==> src/rtl/rtta_pkg.sv <==
// Shared types and constants for the rotated, tiled texel address map.
// No dependencies; every other file of the block imports this package.
package rtta_pkg;

    localparam int COORD_W   = 13;  // pixel and source coordinates
    localparam int DIM_W     = 14;  // stored sizes and placed coordinates
    localparam int ORG_W     = 15;  // signed placement origin
    localparam int NUM_W     = 15;  // magnitude of a placed coordinate
    localparam int IDX_W     = 26;  // linear texel indices
    localparam int CFG_W     = 15;  // configuration write data
    localparam int CFG_IDX_W = 3;   // configuration register index
    localparam int MODE_W    = 4;

    // Remainder unit: one bit of the magnitude per step
    localparam int REM_STAGES = 3;
    localparam int REM_STEPS  = NUM_W / REM_STAGES;

    typedef enum logic [CFG_IDX_W-1:0] {
        CFG_ORIGIN_X       = 3'd0,
        CFG_ORIGIN_Y       = 3'd1,
        CFG_SOURCE_WIDTH   = 3'd2,
        CFG_SOURCE_HEIGHT  = 3'd3,
        CFG_SHEET_WIDTH    = 3'd4,
        CFG_PLACEMENT_MODE = 3'd5
    } t_cfg_reg;

    typedef enum logic [1:0] {
        ROT_0   = 2'd0,
        ROT_90  = 2'd1,
        ROT_180 = 2'd2,
        ROT_270 = 2'd3
    } t_rot;

    // Placement mode bit positions
    localparam int MODE_TILE_H = 2;
    localparam int MODE_TILE_V = 3;

    // One lane of the remainder unit: dividend bits still to shift in,
    // and the partial remainder so far
    typedef struct packed {
        logic [NUM_W-1:0] num;
        logic [DIM_W-1:0] rem;
    } t_rem_lane;

    // Per-item sideband carried beside the remainder lanes
    typedef struct packed {
        logic             hit;
        logic             neg_u;
        logic             neg_v;
        logic [IDX_W-1:0] dst;
    } t_side;

endpackage

==> src/rtl/rtta_rem_stage.sv <==
// One registered stage of the restoring remainder unit (REM_STEPS steps).
// Depends on rtta_pkg for the lane struct and widths.
module rtta_rem_stage (
    input  logic              i_clk,
    input  logic              i_en,
    input  rtta_pkg::t_rem_lane i_lane,
    input  logic [rtta_pkg::DIM_W-1:0] i_div,
    output rtta_pkg::t_rem_lane o_lane
);
    import rtta_pkg::*;

    t_rem_lane        r_lane;
    t_rem_lane        n_lane;
    logic [DIM_W:0]   w_trial;

    // Shift in one dividend bit per step, subtract the divisor when it fits
    always_comb begin
        n_lane  = i_lane;
        w_trial = '0;
        for (int s = 0; s < REM_STEPS; s++) begin
            w_trial = {n_lane.rem, n_lane.num[NUM_W-1]};
            if (w_trial >= {1'b0, i_div}) begin
                w_trial = w_trial - {1'b0, i_div};
            end
            n_lane.rem = w_trial[DIM_W-1:0];
            n_lane.num = {n_lane.num[NUM_W-2:0], 1'b0};
        end
    end

    always_ff @(posedge i_clk) begin
        if (i_en) begin
            r_lane <= n_lane;
        end
    end

    assign o_lane = r_lane;

endmodule

==> src/rtl/rotated_tiled_texel_address_map.sv <==
// Top level of the rotated, tiled texel address map.
// Depends on rtta_pkg and rtta_rem_stage (remainder pipeline lanes).
//
// Maps one destination sheet pixel to a source texel per clock unless the output
// stalls: subtract the placement origin, wrap (true modulo) or range-check each
// axis against the placed size, turn by a clockwise quarter rotation, and form
// the linear source and destination indices. Throughput is one item per cycle
// while the output is not stalled. There are nine register stages: origin
// subtract, magnitude with range check and destination product, the remainder
// unit (three stages of five restoring steps per axis), a fix-up stage, the
// rotation stage, the source row multiplier, and the output register with the
// final source index add. The pipeline advances per stage, so bubbles collapse
// and input is stalled only when every stage holds an item and the output is
// stalled. Configuration is written with i_cfg_we / i_cfg_index / i_cfg_data;
// the user must write it only while the block is idle; the block itself does not
// enforce. Zero sizes read as one, sizes over MAX_DIM saturate (at most 16383).
module rotated_tiled_texel_address_map #(
    parameter int MAX_DIM = 8192
) (
    input  logic                              i_clk,
    input  logic                              i_rst_n,
    input  logic                              i_cfg_we,
    input  logic [rtta_pkg::CFG_IDX_W-1:0]    i_cfg_index,
    input  logic [rtta_pkg::CFG_W-1:0]        i_cfg_data,
    input  logic                              i_in_valid,
    output logic                              o_in_stall,
    input  logic [rtta_pkg::COORD_W-1:0]      i_pixel_x,
    input  logic [rtta_pkg::COORD_W-1:0]      i_pixel_y,
    output logic                              o_out_valid,
    input  logic                              i_out_stall,
    output logic                              o_write_enable,
    output logic [rtta_pkg::COORD_W-1:0]      o_src_x,
    output logic [rtta_pkg::COORD_W-1:0]      o_src_y,
    output logic [rtta_pkg::IDX_W-1:0]        o_src_index,
    output logic [rtta_pkg::IDX_W-1:0]        o_dst_index
);
    import rtta_pkg::*;

    localparam logic [DIM_W-1:0] DIM_CAP =
        (MAX_DIM > 16383) ? 14'd16383 : DIM_W'(MAX_DIM);

    localparam int S_A  = 0;
    localparam int S_B  = 1;
    localparam int S_C  = 2;
    localparam int S_F  = S_C + REM_STAGES;
    localparam int S_G  = S_F + 1;
    localparam int S_H  = S_G + 1;
    localparam int S_O  = S_H + 1;
    localparam int NSTG = S_O + 1;

    // ---------------- configuration registers ----------------
    logic [ORG_W-1:0]  r_origin_x;
    logic [ORG_W-1:0]  r_origin_y;
    logic [DIM_W-1:0]  r_src_w;
    logic [DIM_W-1:0]  r_src_h;
    logic [DIM_W-1:0]  r_sheet_w;
    logic [MODE_W-1:0] r_mode;
    logic [DIM_W-1:0]  w_cfg_dim;

    always_comb begin
        w_cfg_dim = i_cfg_data[DIM_W-1:0];
        if (w_cfg_dim == '0) begin
            w_cfg_dim = DIM_W'(1);
        end else if (w_cfg_dim > DIM_CAP) begin
            w_cfg_dim = DIM_CAP;
        end
    end

    always_ff @(posedge i_clk) begin
        if (!i_rst_n) begin
            r_origin_x <= '0;
            r_origin_y <= '0;
            r_src_w    <= DIM_W'(1);
            r_src_h    <= DIM_W'(1);
            r_sheet_w  <= DIM_W'(1);
            r_mode     <= '0;
        end else if (i_cfg_we) begin
            case (i_cfg_index)
                CFG_ORIGIN_X:       r_origin_x <= i_cfg_data[ORG_W-1:0];
                CFG_ORIGIN_Y:       r_origin_y <= i_cfg_data[ORG_W-1:0];
                CFG_SOURCE_WIDTH:   r_src_w    <= w_cfg_dim;
                CFG_SOURCE_HEIGHT:  r_src_h    <= w_cfg_dim;
                CFG_SHEET_WIDTH:    r_sheet_w  <= w_cfg_dim;
                CFG_PLACEMENT_MODE: r_mode     <= i_cfg_data[MODE_W-1:0];
                default: ;
            endcase
        end
    end

    logic             w_tile_h;
    logic             w_tile_v;
    logic             w_swap;
    logic [DIM_W-1:0] w_pw;
    logic [DIM_W-1:0] w_ph;

    assign w_tile_h = r_mode[MODE_TILE_H];
    assign w_tile_v = r_mode[MODE_TILE_V];
    assign w_swap   = (r_mode[1:0] == ROT_90) || (r_mode[1:0] == ROT_270);
    assign w_pw     = w_swap ? r_src_h : r_src_w;
    assign w_ph     = w_swap ? r_src_w : r_src_h;

    // ---------------- stage control ----------------
    logic [NSTG-1:0] r_v;
    logic [NSTG-1:0] w_rdy;

    // A stage loads when it is empty or its content moves on
    always_comb begin
        w_rdy[NSTG-1] = !r_v[NSTG-1] || !i_out_stall;
        for (int k = NSTG - 2; k >= 0; k--) begin
            w_rdy[k] = !r_v[k] || w_rdy[k+1];
        end
    end

    assign o_in_stall = !w_rdy[S_A];

    always_ff @(posedge i_clk) begin
        if (!i_rst_n) begin
            r_v <= '0;
        end else begin
            if (w_rdy[S_A]) begin
                r_v[S_A] <= i_in_valid;
            end
            for (int k = 1; k < NSTG; k++) begin
                if (w_rdy[k]) begin
                    r_v[k] <= r_v[k-1];
                end
            end
        end
    end

    // ---------------- stage A: subtract origin ----------------
    logic [COORD_W-1:0]       r_a_px;
    logic [COORD_W-1:0]       r_a_py;
    logic signed [NUM_W:0]    r_a_u;
    logic signed [NUM_W:0]    r_a_v;

    always_ff @(posedge i_clk) begin
        if (w_rdy[S_A]) begin
            r_a_px <= i_pixel_x;
            r_a_py <= i_pixel_y;
            r_a_u  <= $signed({3'b000, i_pixel_x}) - $signed({r_origin_x[ORG_W-1], r_origin_x});
            r_a_v  <= $signed({3'b000, i_pixel_y}) - $signed({r_origin_y[ORG_W-1], r_origin_y});
        end
    end

    // ---------------- stage B: magnitude, range check, dst product ----------------
    t_rem_lane              r_b_lane_u;
    t_rem_lane              r_b_lane_v;
    logic                   r_b_hit;
    logic                   r_b_neg_u;
    logic                   r_b_neg_v;
    logic [COORD_W-1:0]     r_b_px;
    logic [IDX_W-1:0]       r_b_dprod;
    logic [NUM_W:0]         w_b_abs_u;
    logic [NUM_W:0]         w_b_abs_v;
    logic                   w_b_miss_u;
    logic                   w_b_miss_v;
    logic [COORD_W+DIM_W-1:0] w_b_dprod;

    assign w_b_abs_u  = r_a_u[NUM_W] ? 16'(-r_a_u) : 16'(r_a_u);
    assign w_b_abs_v  = r_a_v[NUM_W] ? 16'(-r_a_v) : 16'(r_a_v);
    assign w_b_miss_u = !w_tile_h && (r_a_u[NUM_W] || (r_a_u[NUM_W-1:0] >= {1'b0, w_pw}));
    assign w_b_miss_v = !w_tile_v && (r_a_v[NUM_W] || (r_a_v[NUM_W-1:0] >= {1'b0, w_ph}));
    assign w_b_dprod  = r_a_py * r_sheet_w;

    always_ff @(posedge i_clk) begin
        if (w_rdy[S_B]) begin
            r_b_lane_u.num <= w_b_abs_u[NUM_W-1:0];
            r_b_lane_u.rem <= '0;
            r_b_lane_v.num <= w_b_abs_v[NUM_W-1:0];
            r_b_lane_v.rem <= '0;
            r_b_hit        <= !w_b_miss_u && !w_b_miss_v;
            r_b_neg_u      <= r_a_u[NUM_W];
            r_b_neg_v      <= r_a_v[NUM_W];
            r_b_px         <= r_a_px;
            r_b_dprod      <= w_b_dprod[IDX_W-1:0];
        end
    end

    // ---------------- stages C..E: remainder by placed size ----------------
    t_rem_lane w_u_lane [REM_STAGES+1];
    t_rem_lane w_v_lane [REM_STAGES+1];
    t_side     r_rem_side [REM_STAGES];

    assign w_u_lane[0] = r_b_lane_u;
    assign w_v_lane[0] = r_b_lane_v;

    for (genvar g = 0; g < REM_STAGES; g++) begin : g_rem
        rtta_rem_stage u_rem_u (
            .i_clk  (i_clk),
            .i_en   (w_rdy[S_C+g]),
            .i_lane (w_u_lane[g]),
            .i_div  (w_pw),
            .o_lane (w_u_lane[g+1])
        );
        rtta_rem_stage u_rem_v (
            .i_clk  (i_clk),
            .i_en   (w_rdy[S_C+g]),
            .i_lane (w_v_lane[g]),
            .i_div  (w_ph),
            .o_lane (w_v_lane[g+1])
        );
    end

    always_ff @(posedge i_clk) begin
        if (w_rdy[S_C]) begin
            r_rem_side[0].hit   <= r_b_hit;
            r_rem_side[0].neg_u <= r_b_neg_u;
            r_rem_side[0].neg_v <= r_b_neg_v;
            r_rem_side[0].dst   <= r_b_dprod + {{(IDX_W-COORD_W){1'b0}}, r_b_px};
        end
        for (int k = 1; k < REM_STAGES; k++) begin
            if (w_rdy[S_C+k]) begin
                r_rem_side[k] <= r_rem_side[k-1];
            end
        end
    end

    // ---------------- stage F: fold negative remainders ----------------
    logic [DIM_W-1:0] r_f_u;
    logic [DIM_W-1:0] r_f_v;
    t_side            r_f_side;
    logic [DIM_W-1:0] w_f_rem_u;
    logic [DIM_W-1:0] w_f_rem_v;

    assign w_f_rem_u = w_u_lane[REM_STAGES].rem;
    assign w_f_rem_v = w_v_lane[REM_STAGES].rem;

    always_ff @(posedge i_clk) begin
        if (w_rdy[S_F]) begin
            r_f_u    <= (r_rem_side[REM_STAGES-1].neg_u && (w_f_rem_u != '0))
                        ? w_pw - w_f_rem_u : w_f_rem_u;
            r_f_v    <= (r_rem_side[REM_STAGES-1].neg_v && (w_f_rem_v != '0))
                        ? w_ph - w_f_rem_v : w_f_rem_v;
            r_f_side <= r_rem_side[REM_STAGES-1];
        end
    end

    // ---------------- stage G: quarter-turn rotation ----------------
    logic [DIM_W-1:0] r_g_sx;
    logic [DIM_W-1:0] r_g_sy;
    t_side            r_g_side;
    logic [DIM_W-1:0] w_g_sx;
    logic [DIM_W-1:0] w_g_sy;

    always_comb begin
        case (t_rot'(r_mode[1:0]))
            ROT_0: begin
                w_g_sx = r_f_u;
                w_g_sy = r_f_v;
            end
            ROT_90: begin
                w_g_sx = r_f_v;
                w_g_sy = r_src_h - DIM_W'(1) - r_f_u;
            end
            ROT_180: begin
                w_g_sx = r_src_w - DIM_W'(1) - r_f_u;
                w_g_sy = r_src_h - DIM_W'(1) - r_f_v;
            end
            ROT_270: begin
                w_g_sx = r_src_w - DIM_W'(1) - r_f_v;
                w_g_sy = r_f_u;
            end
            default: begin
                w_g_sx = r_f_u;
                w_g_sy = r_f_v;
            end
        endcase
    end

    always_ff @(posedge i_clk) begin
        if (w_rdy[S_G]) begin
            r_g_sx   <= w_g_sx;
            r_g_sy   <= w_g_sy;
            r_g_side <= r_f_side;
        end
    end

    // ---------------- stage H: row product ----------------
    logic [DIM_W-1:0]   r_h_sx;
    logic [DIM_W-1:0]   r_h_sy;
    logic [IDX_W-1:0]   r_h_prod;
    t_side              r_h_side;
    logic [2*DIM_W-1:0] w_h_prod;

    assign w_h_prod = r_g_sy * r_src_w;

    always_ff @(posedge i_clk) begin
        if (w_rdy[S_H]) begin
            r_h_sx   <= r_g_sx;
            r_h_sy   <= r_g_sy;
            r_h_prod <= w_h_prod[IDX_W-1:0];
            r_h_side <= r_g_side;
        end
    end

    // ---------------- stage O: output register ----------------
    logic               r_o_we;
    logic [COORD_W-1:0] r_o_sx;
    logic [COORD_W-1:0] r_o_sy;
    logic [IDX_W-1:0]   r_o_src;
    logic [IDX_W-1:0]   r_o_dst;

    // Zero the source fields of a skipped pixel
    always_ff @(posedge i_clk) begin
        if (w_rdy[S_O]) begin
            r_o_we  <= r_h_side.hit;
            r_o_sx  <= r_h_side.hit ? r_h_sx[COORD_W-1:0] : '0;
            r_o_sy  <= r_h_side.hit ? r_h_sy[COORD_W-1:0] : '0;
            r_o_src <= r_h_side.hit
                       ? r_h_prod + {{(IDX_W-DIM_W){1'b0}}, r_h_sx} : '0;
            r_o_dst <= r_h_side.dst;
        end
    end

    assign o_out_valid    = r_v[S_O];
    assign o_write_enable = r_o_we;
    assign o_src_x        = r_o_sx;
    assign o_src_y        = r_o_sy;
    assign o_src_index    = r_o_src;
    assign o_dst_index    = r_o_dst;

`ifndef SYNTHESIS
    a_skip_zero: assert property (@(posedge i_clk) disable iff (!i_rst_n)
        o_out_valid && !o_write_enable |->
            (o_src_x == '0) && (o_src_y == '0) && (o_src_index == '0))
        else $error("skipped pixel carries nonzero source fields");

    a_stall_full: assert property (@(posedge i_clk) disable iff (!i_rst_n)
        o_in_stall |-> (&r_v) && i_out_stall)
        else $error("input stalled while a stage is free");

    a_placed_range: assert property (@(posedge i_clk) disable iff (!i_rst_n)
        r_v[S_F] && r_f_side.hit |-> (r_f_u < w_pw) && (r_f_v < w_ph))
        else $error("placed coordinate outside placed size");
`endif

endmodule
==> config.mk <==
export PLATFORM = sky130hd
export DESIGN_NAME = rotated_tiled_texel_address_map
export DESIGN_NICKNAME = d
export VERILOG_FILES = /design/src/rtl/rtta_pkg.sv /design/src/rtl/rtta_rem_stage.sv /design/src/rtl/rotated_tiled_texel_address_map.sv
export SDC_FILE = /design/constraint.sdc
export NUM_CORES = 2
export LEC_CHECK = 0
export BUFFER_PORTS_ARGS = -buffer_cell sky130_fd_sc_hd__buf_2
export CORE_UTILIZATION = 30
export DETAILED_ROUTE_END_ITERATION = 16
export SYNTH_ARGS = -nofsm -noshare
export SYNTH_HDL_FRONTEND = slang
export SYNTH_SLANG_ARGS = --single-unit
==> constraint.sdc <==
create_clock -name i_clk -period 21.1 [get_ports i_clk]
set_clock_uncertainty 0.15 [all_clocks]
set_input_delay 2.11 -clock i_clk [delete_from_list [all_inputs] [get_ports i_clk]]
set_output_delay 2.11 -clock i_clk [all_outputs]
set_load 0.05 [all_outputs]
; Word level (Yosys, flattened, before mapping)
; Memory sizes are Yosys's and may differ from the RTL's.
; Cells that the tools add are included.
[classes]
n_mul = 2
n_mux = 46
n_lt_le_gt_ge = 33
n_reduce_logical = 43
n_addsub = 44
eq_ne = 8
[op_table]
columns = cell, n
row1 = two-way mux 14 bit, 36
row2 = subtractor 14 bit, 34
row3 = >= comparator 15 x 14 -> 1 bit, 30
row4 = one-hot mux 14 bit (4 select lines), 2
row5 = subtractor 14 x 15 -> 16 bit, 2
row6 = two-way mux 15 bit, 2
row7 = negation 15 bit, 2
row8 = >= comparator 1 x 14 -> 1 bit, 2
row9 = nonzero test 14 bit, 2
row10 = subtractor 1 x 14 -> 14 bit, 2
row11 = "subtractor 14 x 1 -> 14 bit, second input constant", 2
row12 = adder 26 x 13 -> 26 bit, 1
row13 = adder 26 x 14 -> 26 bit, 1
row14 = multiplier 13 x 14 -> 26 bit, 1
row15 = multiplier 14 x 14 -> 26 bit, 1
row16 = zero test 1 bit, 15
row17 = "greater-than comparator 14 bit, second input constant", 1
row18 = zero test 14 bit, 1
row19 = logical OR 1 bit, 12
row20 = AND reduction 2 bit, 6
row21 = "== test 3 x 2 -> 1 bit, second input constant", 2
row22 = "== test 3 bit, second input constant", 2
row23 = two-way mux 1 bit, 6
row24 = logical AND 1 bit, 5
row25 = other kinds (5), 6
[totals]
mem_count = 1
wordCells = 231
ramBits = 87
regBits = 598
output_inout_bits = 81
in_bits = 49
[memory_table]
columns = name, words, word_bits, rd, rd_clocked_by_memory_dff, wr, line
row1 = r_rem_side, 3, 29, 3, 0, 3, rotated_tiled_texel_address_map.sv:183  ; t_side r_rem_side [REM_STAGES];

; Longest topological paths before layout
[depth]
word_depth = 13
ltp_mapped = 75
ltp_nobuf = 66

; Cells and area by module
; From an unflattened synthesis, not the netlist that was laid out.
[hier_totals]
cells_unflattened = 7265
area_unflattened_um2 = 68882.3
[modules_own_cells]
columns = module, area_each_um2, instances, seq_area_each_um2, cells_per_inst
row1 = rotated_tiled_texel_address_map, 38765.9, 1, 16295.6, 3573
row2 = rtta_rem_stage (g_rem[1].u_rem_u ...), 5007.3, 3, 720.7, 621
row3 = rtta_rem_stage (g_rem[0].u_rem_u ...), 5082.4, 2, 720.7, 632
row4 = rtta_rem_stage (g_rem[2].u_rem_v), 4929.7, 1, 720.7, 565

; Worst setup path before layout
; OpenSTA, ideal clock, no wires.
[synth_timing]
path_type = flip-flop to flip-flop
from = reg r_mode[1]
to = reg g_rem[1].u_rem_v.r_lane (netlist bit g_rem[1].u_rem_v.o_lane[9]) (data pin)
arrival_ns = 14.012
synth_period_minus_slack_ns = 14.429
setup_ns = 0.267
slack_ns = 6.671
stages_incl_launch_ff = 69
t_required_ns = 20.683
path_buffers = 7
cell_sequence = dfxtp_1 inv_1 ha_1 buf_6 buf_6 or2_1 buf_2 clkbuf_1 o21ai_0 ha_1 inv_1 ha_1 a21oi_1 maj3_1 a21oi_1 maj3_1 maj3_1 a21o_1 [33 not listed] a21o_1 a21o_1 a21o_1 a21o_1 a21oi_1 o211ai_1 a311oi_2 nor2_1 mux2_2 ha_1 inv_1 o41ai_1 a211oi_1 o31a_1 o21ai_2 buf_2 nand2_1 xnor2_1
[synth_between]
elab_chain_len = 13
elab_cells_between_ends = 19
classes_between = add/sub (5) / order compare (5) / eq/ne (2) / mux (6) / reduce/logical (1)
[synth_rtl]
columns = item, line
row1 = "start, declared", rotated_tiled_texel_address_map.sv:57  ; logic [MODE_W-1:0] r_mode;
row2 = "start signal, assigned", rotated_tiled_texel_address_map.sv:84  ; CFG_PLACEMENT_MODE: r_mode <= i_cfg_data[MODE_W-1:0];
row3 = == test 2 x 1 -> 1 bit / == test 2 bit (equally long branches), rotated_tiled_texel_address_map.sv:98  ; assign w_swap = (r_mode[1:0] == ROT_90) || (r_mode[1:0] == ROT_270);
row4 = logical OR 1 bit (*), rotated_tiled_texel_address_map.sv:98
row5 = two-way mux 14 bit (*), rotated_tiled_texel_address_map.sv:100  ; assign w_ph = w_swap ? r_src_w : r_src_h;
row6 = subtractor 14 bit / >= comparator 15 x 14 -> 1 bit (equally long branches), "rtta_rem_stage.sv:23, rtta_rem_stage.sv:22"
row7 = two-way mux 14 bit, rtta_rem_stage.sv:22  ; if (w_trial >= {1'b0, i_div}) begin
row8 = subtractor 14 bit / >= comparator 15 x 14 -> 1 bit (equally long branches), "rtta_rem_stage.sv:23, rtta_rem_stage.sv:22"
row9 = two-way mux 14 bit, rtta_rem_stage.sv:22
row10 = subtractor 14 bit / >= comparator 15 x 14 -> 1 bit (equally long branches), "rtta_rem_stage.sv:23, rtta_rem_stage.sv:22"
row11 = two-way mux 14 bit, rtta_rem_stage.sv:22
row12 = subtractor 14 bit / >= comparator 15 x 14 -> 1 bit (equally long branches), "rtta_rem_stage.sv:23, rtta_rem_stage.sv:22"
row13 = two-way mux 14 bit, rtta_rem_stage.sv:22
row14 = subtractor 14 bit / >= comparator 15 x 14 -> 1 bit (equally long branches), "rtta_rem_stage.sv:23, rtta_rem_stage.sv:22"
row15 = two-way mux 14 bit (*), rtta_rem_stage.sv:22
row16 = named net g_rem[1].u_rem_v.w_trial[9], rtta_rem_stage.sv:14  ; logic [DIM_W:0] w_trial;
row17 = "end signal, assigned", rtta_rem_stage.sv:32  ; r_lane <= n_lane;
row18 = "end, declared", rtta_rem_stage.sv:12  ; t_rem_lane r_lane;
; The timed path passes the listed nets; every way through them passes the cells marked *.
; A chain may end at the register's enable or synchronous reset.

; Worst setup path after layout
[layout_timing]
from = reg r_mode[1]
to = reg g_rem[2].u_rem_v.r_lane (netlist bit g_rem[2].u_rem_v.o_lane[1]) (data pin)
[layout_between]
elab_chain_len = 13
elab_cells_between_ends = 19
classes_between = add/sub (5) / order compare (5) / eq/ne (2) / mux (6) / reduce/logical (1)
[layout_rtl]
columns = item, line
row1 = == test 2 x 1 -> 1 bit / == test 2 bit (equally long branches), rotated_tiled_texel_address_map.sv:98
row2 = logical OR 1 bit (*), rotated_tiled_texel_address_map.sv:98
row3 = two-way mux 14 bit (*), rotated_tiled_texel_address_map.sv:100
row4 = subtractor 14 bit / >= comparator 15 x 14 -> 1 bit (equally long branches), "rtta_rem_stage.sv:23, rtta_rem_stage.sv:22"
row5 = two-way mux 14 bit, rtta_rem_stage.sv:22
row6 = subtractor 14 bit / >= comparator 15 x 14 -> 1 bit (equally long branches), "rtta_rem_stage.sv:23, rtta_rem_stage.sv:22"
row7 = two-way mux 14 bit, rtta_rem_stage.sv:22
row8 = subtractor 14 bit / >= comparator 15 x 14 -> 1 bit (equally long branches), "rtta_rem_stage.sv:23, rtta_rem_stage.sv:22"
row9 = two-way mux 14 bit, rtta_rem_stage.sv:22
row10 = >= comparator 15 x 14 -> 1 bit / subtractor 14 bit (equally long branches), "rtta_rem_stage.sv:22, rtta_rem_stage.sv:23"
row11 = two-way mux 14 bit, rtta_rem_stage.sv:22
row12 = subtractor 14 bit / >= comparator 15 x 14 -> 1 bit (equally long branches), "rtta_rem_stage.sv:23, rtta_rem_stage.sv:22"
row13 = two-way mux 14 bit (*), rtta_rem_stage.sv:22
row14 = named net g_rem[2].u_rem_v.w_trial[1], rtta_rem_stage.sv:14
row15 = "end signal, assigned", rtta_rem_stage.sv:32
row16 = "end, declared", rtta_rem_stage.sv:12
; Marks and branches as above.

==> results by group <==
Critical path
  • Crit Reg-Reg Startpoint: r_mode[1]
  • CP startpoint kind: register
  • Worst Path Required: approximately 21 ns
  • Worst r2r dst: g_rem[2].u_rem_v.o_lane[1]
  • R2R depth: 57
  • CP max FO: 48
  • WS Path Type: reg2reg
  • Top cell by count, worst path: a21o_1
  • Buffers & Inverters on Critical Path: 5
  • Top Family by Delay on Critical Path: compound AO/OA/AOI/OAI gates
  • Worst path slowest cell: ha_2
  • Critical path's largest stage delay: 0.88 ns
  • Crit path arrival time: 17.21 ns
  • CP Capture Type: register
  • Reg2reg setup slack: 4.18 ns

Floorplan
  • Core area: about 220000 um2
  • Die Area: approximately 230000 um2
  • # rows: between 150 and 200
  • Die W: 475 um
  • Initial Util: 0.302
  • IO Pins: 130
  • Height of the die: 475 um

Job
  • Max Cap Viol: 0

Final layout
  • Fraction of layout instances using a drive strength above 1: 0.0780
  • Area grow syn2layout: 9.61%
  • Commonest non-fill, non-tap cell in the layout: nand2_1
  • Final nets: 8259
  • Commonest cells after routing, fill and taps aside: nand2_1, inv_1, edfxtp_1

Place
  • Placer Congestion: 0.910
  • Final HPWL DP: 150000 um
  • I/O Buffers: 129

Timing
  • Final period util: 0.802
  • Final Max Tran Viols: 0
  • Max Clk Rate: 0.0591 GHz
  • Final Hold Viols: 0
  • Max_slew headroom: 0.229
  • RSZ-0062 raised after global routing: no
  • Worst-Margin Slew: 1.15 ns
  • Fin crit period: 16.92 ns
  • Final setup violation count: 0
  • Setup TNS: 0 ns

Global route
  • Gr ovfl total: 0
  • GR Util All Layers: 0.174
  • Initial antenna violation count: 12
  • Vias in the first global route: 53.1k
  • First-pass GRT wire length: 308000 um
  • Largest net degree at the start of global routing: between 80 and 90

Drt
  • WL per Instance: a little under 20 um
  • Post-route ant nets: 0
  • Vias per cell: 5.24
  • Initial DRC count: 4160
  • Routed wire length: 200000 um
  • Drt pass-1 iters: 6
  • DR DRC count: 0
  • Vias post-DR: 54.5k

Yosys
  • Seq cells post-synth: 685
  • Synthesized area per cell: 9.13 um2
  • Synth warn: 0
  • Post-Synthesis Cells: 7349
  • Synth cell types: 126
  • Mapped Nets: 8258
  • Mux cell area share after synthesis: 0.0265
  • Complex-gate fraction of the synthesized area: 0.179
  • Post-Synth Simple-Gate Area: 0.158
  • Seq/Total Area, Yosys: 0.294
  • Ys flop type: edfxtp_1
  • EDFF count, synth: 600
  • Ys async rst share: 0
  • Post-Synth XOR/XNOR Area: 0.0850
  • Adder-cell area share of the yosys netlist: 0.203
  • Post-Syn Area: 67100 um2
  • Main combinational cell family by area after synthesis: adder cells

Clock tree
  • Postcts setup bufs: 0
  • Post-cts sizing count: 0
  • Num CTS Buffers: 80
  • Clk slew on worst S/H paths: about 0.06 ns
  • CTS Hold Bufs: 0
  • Clk sinks: 685
  • H-tree depth: 3
  • Clk buf depth: 3
  • CTS tree: built
  • CTS Root Buffer Type: clkbuf_16
  • Later-pin clock latency in the skew report: 0.71 ns

Hold path
  • Worst Hold End: r_b_px[0]
  • Min-delay src: r_a_px[0]
  • Hold Crit Class: reg2reg
  • WHS Path Cells: 0

Run status
  • Status: finished, final reports clean
-- cell type report --
type	count	area [um2]
Antenna cell	4	10.0
Clock buffer	98	2180
Clock inverter	47	440
Fill cell	22800	149000
Inverter	665	2500
Multi-Input combinational cell	5720	43800
Sequential cell	685	19700
Tap cell	2975	3720
Timing Repair Buffer	198	1160
-- per-stage QoR --
step,cell area (um2),hold slack [ns],worst slack (ns),utilization,std cells
2_1_floorplan,67100,0.250,6.67,-,7349
3_3_place_gp,70900,0.251,4.97,0.319,10200
3_5_place_dp,70900,0.255,4.38,0.319,10200
4_1_cts,73600,0.242,4.31,0.331,10400
5_1_grt,73600,0.268,2.79,0.331,10400
6_report,73600,0.247,4.18,0.331,10400
-- registers in the layout, indices dropped and copies added (netlist names), 16 cells and up --
signal,cells
r_b_dprod,26
g_rem.u_rem_u.o_lane,57
o_src_index,26
r_rem_side,87
r_h_side,27
r_f_side,27
g_rem.u_rem_v.o_lane,57
r_g_side,27
r_h_prod,26
o_dst_index,26
r_a_v,16
r_a_u,16
-- synth_stat cells (85+ instances only) --
| cell type | number | area [um2] |
|---|---|---|
| edfxtp_1 | 600 | 18000 |
| nand2_1 | 834 | 3130 |
| fa_1 | 281 | 5630 |
| dfxtp_1 | 85 | 1700 |
| and2_1 | 244 | 1530 |
| a21oi_1 | 461 | 2310 |
| nand3_1 | 124 | 621 |
| o21ai_0 | 299 | 1500 |
| o21bai_1 | 116 | 871 |
| inv_1 | 658 | 2470 |
| ha_1 | 579 | 7240 |
| xor2_1 | 154 | 1350 |
| a21o_1 | 195 | 1460 |
| mux2i_1 | 90 | 901 |
| clkbuf_1 | 196 | 736 |
| xnor2_1 | 485 | 4250 |
| nor2_1 | 440 | 1650 |
| nor3_1 | 90 | 450 |
-- cell families after synthesis --
family	count (synthesis)
buffers and inverters	944
AO/OA/AOI/OAI	1772
flip-flops	685
XOR/XNOR	644
adder cells (fa/ha/maj)	934
AND/OR/NAND/NOR	2206
multiplexers	164
-- per-layer routing --
layer | wire, um | vias to the layer above | track usage
met5 | 27 | - | 0
met4 | 6970 | 4 | 0.0604
met3 | 12800 | 310 | 0.0278
met2 | 88100 | 1758 | 0.274
met1 | 92300 | 26400 | 0.240
li1 | - | 26000 | -
-- worst max path at each step --
| stage | from | end | slack (ns) | cells after the start |
|---|---|---|---|---|
| after CTS | r_mode[0] | g_rem[2].u_rem_v.o_lane[1] | 4.31 | 57 |
| after floorplan | r_mode[1] | g_rem[1].u_rem_v.o_lane[9] | 6.67 | 68 |
| after detailed placement | r_mode[0] | g_rem[2].u_rem_v.o_lane[1] | 4.38 | 57 |
| after global routing | r_mode[1] | g_rem[2].u_rem_v.o_lane[1] | 2.79 | 57 |
| final | r_mode[1] | g_rem[2].u_rem_v.o_lane[1] | 4.18 | 57 |
| after global placement | r_mode[0] | g_rem[2].u_rem_v.o_lane[1] | 4.97 | 57 |
Power is not shown: default switching activity piles up to over one toggle a cycle in this logic, so the estimate is an artifact.
